[config.mk]
export PLATFORM = sky130hd
export DESIGN_NAME = mbfp_div_cell
export DESIGN_NICKNAME = d
export VERILOG_FILES = /design/src/design/mbfp_pkg.sv /design/src/design/mbfp_div_cell.sv
export SDC_FILE = /design/constraint.sdc
export NUM_CORES = 1
export LEC_CHECK = 0
export ABC_AREA = 1
export BUFFER_PORTS_ARGS = -buffer_cell sky130_fd_sc_hd__buf_2
export CORE_MARGIN = 1.5
export CORE_UTILIZATION = 58
export CTS_CLUSTER_DIAMETER = 80
export DETAILED_ROUTE_END_ITERATION = 8
export GPL_ROUTABILITY_DRIVEN = 0
export PLACE_DENSITY_LB_ADDON = 0.05
export REMOVE_ABC_BUFFERS = 1
export SLEW_MARGIN = 20
export SYNTH_ARGS = -nofsm -noshare
export SYNTH_HDL_FRONTEND = slang
export SYNTH_SLANG_ARGS = --single-unit
[constraint.sdc]
create_clock -name clock -period 5.84 [get_ports clock]
set_input_delay 0.292 -clock clock [delete_from_list [all_inputs] [get_ports clock]]
set_output_delay 0.292 -clock clock [all_outputs]
set_load 0.05 [all_outputs]
[src/design/mbfp_pkg.sv]
// shared types and constants for the metaball field potential block
`default_nettype none

package mbfp_pkg;

   localparam int MAX_CHARGES   = 16;
   localparam int IDX_W         = $clog2(MAX_CHARGES);
   localparam int CNT_W         = $clog2(MAX_CHARGES + 1);
   localparam int COORD_W       = 24;
   localparam int DIFF_W        = COORD_W + 1;
   localparam int SQ_W          = 2 * COORD_W + 1;
   localparam int D2_W          = SQ_W + 1;
   localparam int NUM_W         = 2 * COORD_W;
   localparam int BITS_PER_CELL = 2;
   localparam int NUM_CELLS     = NUM_W / BITS_PER_CELL;
   localparam int ACC_W         = 62;
   localparam int FIELD_W       = 40;
   localparam int ISO_W         = 32;
   localparam int ACTIVE_W      = 5;

   localparam logic [ACC_W-1:0] CLAMP_Q12 = ACC_W'(64'd409600000000);
   localparam logic [ACC_W-1:0] TERM_SAT  = ACC_W'(64'd72057594037927936);

   localparam logic REQ_LOAD  = 1'b0;
   localparam logic REQ_QUERY = 1'b1;

   localparam logic CSR_THRESHOLD      = 1'b0;
   localparam logic CSR_ACTIVE_CHARGES = 1'b1;

   // one term in flight through the divider row
   typedef struct packed {
      logic             valid;
      logic             neg;
      logic             sat;
      logic [D2_W-1:0]  divisor;
      logic [D2_W-1:0]  rem;
      logic [NUM_W-1:0] num;
      logic [NUM_W-1:0] quo;
   } div_lane_type;

endpackage

`default_nettype wire

[src/design/mbfp_div_cell.sv]
// one cell of the divider row: two restoring quotient bits, then a register
`default_nettype none

module mbfp_div_cell
   import mbfp_pkg::*;
(
   input  wire logic         clock,
   input  wire logic         reset,
   input  wire div_lane_type lane_in,
   output div_lane_type      lane_out
);

   div_lane_type lane_ff;
   div_lane_type lane_in_step;

   always_comb begin
      logic [D2_W:0]    trial;
      logic [D2_W-1:0]  rem_v;
      logic [NUM_W-1:0] num_v;
      logic [NUM_W-1:0] quo_v;
      rem_v = lane_in.rem;
      num_v = lane_in.num;
      quo_v = lane_in.quo;
      for (int k = 0; k < BITS_PER_CELL; k++) begin
         trial = {rem_v, num_v[NUM_W-1]};
         num_v = {num_v[NUM_W-2:0], 1'b0};
         if (trial >= {1'b0, lane_in.divisor}) begin
            rem_v = D2_W'(trial - {1'b0, lane_in.divisor});
            quo_v = {quo_v[NUM_W-2:0], 1'b1};
         end else begin
            rem_v = trial[D2_W-1:0];
            quo_v = {quo_v[NUM_W-2:0], 1'b0};
         end
      end
      lane_in_step     = lane_in;
      lane_in_step.rem = rem_v;
      lane_in_step.num = num_v;
      lane_in_step.quo = quo_v;
   end

   always_ff @(posedge clock) begin
      lane_ff.neg     <= lane_in_step.neg;
      lane_ff.sat     <= lane_in_step.sat;
      lane_ff.divisor <= lane_in_step.divisor;
      lane_ff.rem     <= lane_in_step.rem;
      lane_ff.num     <= lane_in_step.num;
      lane_ff.quo     <= lane_in_step.quo;
      if (reset) begin
         lane_ff.valid <= 1'b0;
      end else begin
         lane_ff.valid <= lane_in_step.valid;
      end
   end

   assign lane_out = lane_ff;

endmodule

`default_nettype wire

==> qor.txt <==
number of synthesized flops with an enable pin: 0
pin count of the biggest net entering global routing: 52
TritonCTS clock tree: done
main combinational cell family by area after synthesis: simple AND/OR/NAND/NOR gates
WL per Instance: 18.7 um
pins over their slew limit: 0
post-synthesis async set-or-reset flop share: 0%
Final setup viols: 0
Area Overhead vs Synth: 31.4%
die width: 157 um
mux cell area share after synthesis: 0%
clk root buf: clkbuf_16
iteration-0 DRC count of the detailed router: 2,281
DRC: 0
core footprint: 23,400 sq um
Vias/cell: 5.55
syn_area_per_cell: 6.15 sq um
Seq/Total Area, Yosys: 28.6%
critical path data required time: 6180 ps
fin nets: 3,080
ANT nets after route: 0
kind of critical path: input port to flop
CP Launch Type: input port
Synth Instances: 2,244
status: complete, no violations
Yosys cell types: 41
worst ir drop on vdd: 0.000213 V
vias after detailed routing: 17,270
Rows: 56
largest area contributor in the netlist: dfxtp_1
most frequent cell after synthesis: nand2_1
DP HPWL: 43.5 mm
relative max-transition margin: 54.9%
# fillers: 1,870
area of placed instances: 16,100 sq um
Clock Path Buffers: 2
multi-input combinational cell area: 8110 sq um
TritonCTS buffer count: 17
Synth Area in XOR/XNOR: 4.12%
antenna violations before repair: 3
biggest cell delay along the critical path: 530 ps
final WL: 58.3 mm
Worst EP arrival: 5900 ps
Slew @ Worst Pin: 669 ps
DR pass1 iterations: 9
I/O pin count: 400
simple-gate share of the synthesized area: 37.8%
H-tree levels: 4
most used cell, CP: nand2_1
Die Ht: 157 um
YS warnings: 0
fin crit period: 5560 ps
hold_ws: 18.7 ps
max-cap violations: 0
post-synthesis adder-cell area fraction: 9.35%
die area: 24,700 sq um
initial core utilization: 59.0%
worst hold-check path type: input port to flop
CP Max Fanout: 42
crit share post-route: 95.2%
top cells by area in the synthesized netlist: dfxtp_1 (29%), nand2_1 (21%), inv_1 (11%)
Synth top area share: 28.6%
synthesized flop and latch total: 197
Mapped Area: 13,800 sq um
max FFs per register: 197
share of layout cells above drive strength 1: 17.3%
Pleak: 10.4 nW
power per cell area: 335 nW/um^2
global-route wire length before repair: 86.2 mm
ys flop type: dfxtp_1
Pwr Total: 6.09 mW
final hold vios: 0
crit end category: flop
CP max-delay cell: dlygate4sd3_1
CTS sink cnt: 197
total track usage: 46.4%
Fmax: 180 MHz
IO Port Bufs: 395
number of global-route vias before repair: 16,190
final instance area: 18,100 sq um
Worst-path clk slew: 80 ps
Synth Area in Compound Gates: 7.31%
Commonest cells post-synth: nand2_1 (757), inv_1 (411), nor2_1 (216)
GRT Residual Overflow: 0
FF+latch area: 3940 sq um
==> routing by layer <==
layer / global-route usage, % / share of wire, % / vias up
li1: - / - / 8007
met1: 54.1 / 36 / 7603
met2: 75.7 / 45 / 1314
met3: 11.5 / 12 / 346
met4: 30.4 / 7.4 / 0
met5: 0 / 0 / -
==> layout by cell type (no fill, tap or decap), types with 35 or more instances in the layout <==
cell type	instances
inv_1	411
xor2_1	35
nand4_1	54
o21ai_0	40
nand3_1	145
dlygate4sd3_1	141
nor2_1	216
a21oi_1	104
buf_2	395
dfxtp_1	197
nand2_1	757
ha_1	100
==> report_power, final <==
part / switching (mW) / internal (mW) / leakage (nW) / total [mW]
Combinational: 2.33 / 0.869 / 8.40 / 3.20
Clock: 0.649 / 0.589 / 0.300 / 1.24
Sequential: 0.0750 / 1.58 / 1.66 / 1.65
Total: 3.05 / 3.04 / 10.4 / 6.09
==> cells by family after synthesis <==
group,count (synthesis)
compound gates,183
xor+xnor,65
fa+ha+maj,102
buf+inv,453
flops,197
other cells,1
simple gates,1243
==> final timing paths <==
check	startpoint	endpoint	slack, ps	cells past startpoint
setup / recovery	lane_in[160]	lane_out[126]	280	34
hold / removal	lane_in[168]	lane_out[168]	20	1
==> stage by stage <==
stage | setup WS [ps] | std cells | TNS [ps] | utilization, %
floorplan | 381 | 2212 | 0 | -
global placement | 458 | 2935 | 0 | 68.7
detailed placement | 364 | 2935 | 0 | 68.7
CTS | 240 | 3108 | 0 | 77.4
global route | -22.0 | 3111 | -37.1 | 77.6
finish | 280 | 3111 | 0 | 77.6
==> worst max-delay path, delay by kind of cell <==
family                   cells  cell delay [ps]
AND/OR/NAND/NOR             23             2830
buffers and inverters        8             1550
adder cells (fa/ha/maj)      2              700
AO/OA/AOI/OAI                1              480
==> area by class of cell <==
cell class | count | area share (%)
Clock buffer | 17 | 2.34
Clock inverter | 15 | 1.06
Inverter | 420 | 8.69
Multi-Input combinational cell | 1595 | 44.7
Sequential cell | 197 | 21.7
Tap cell | 319 | 2.20
Antenna cell | 2 | 0.0276
Timing Repair Buffer | 546 | 19.3
==> repair_timing <==
action,CTS,global route
setup endpoints to repair,0,50
hold buffers,141,0
resized for setup,0,2
setup buffers,0,0
hold endpoints to repair,141,0
(Power assumes the default switching activity.)
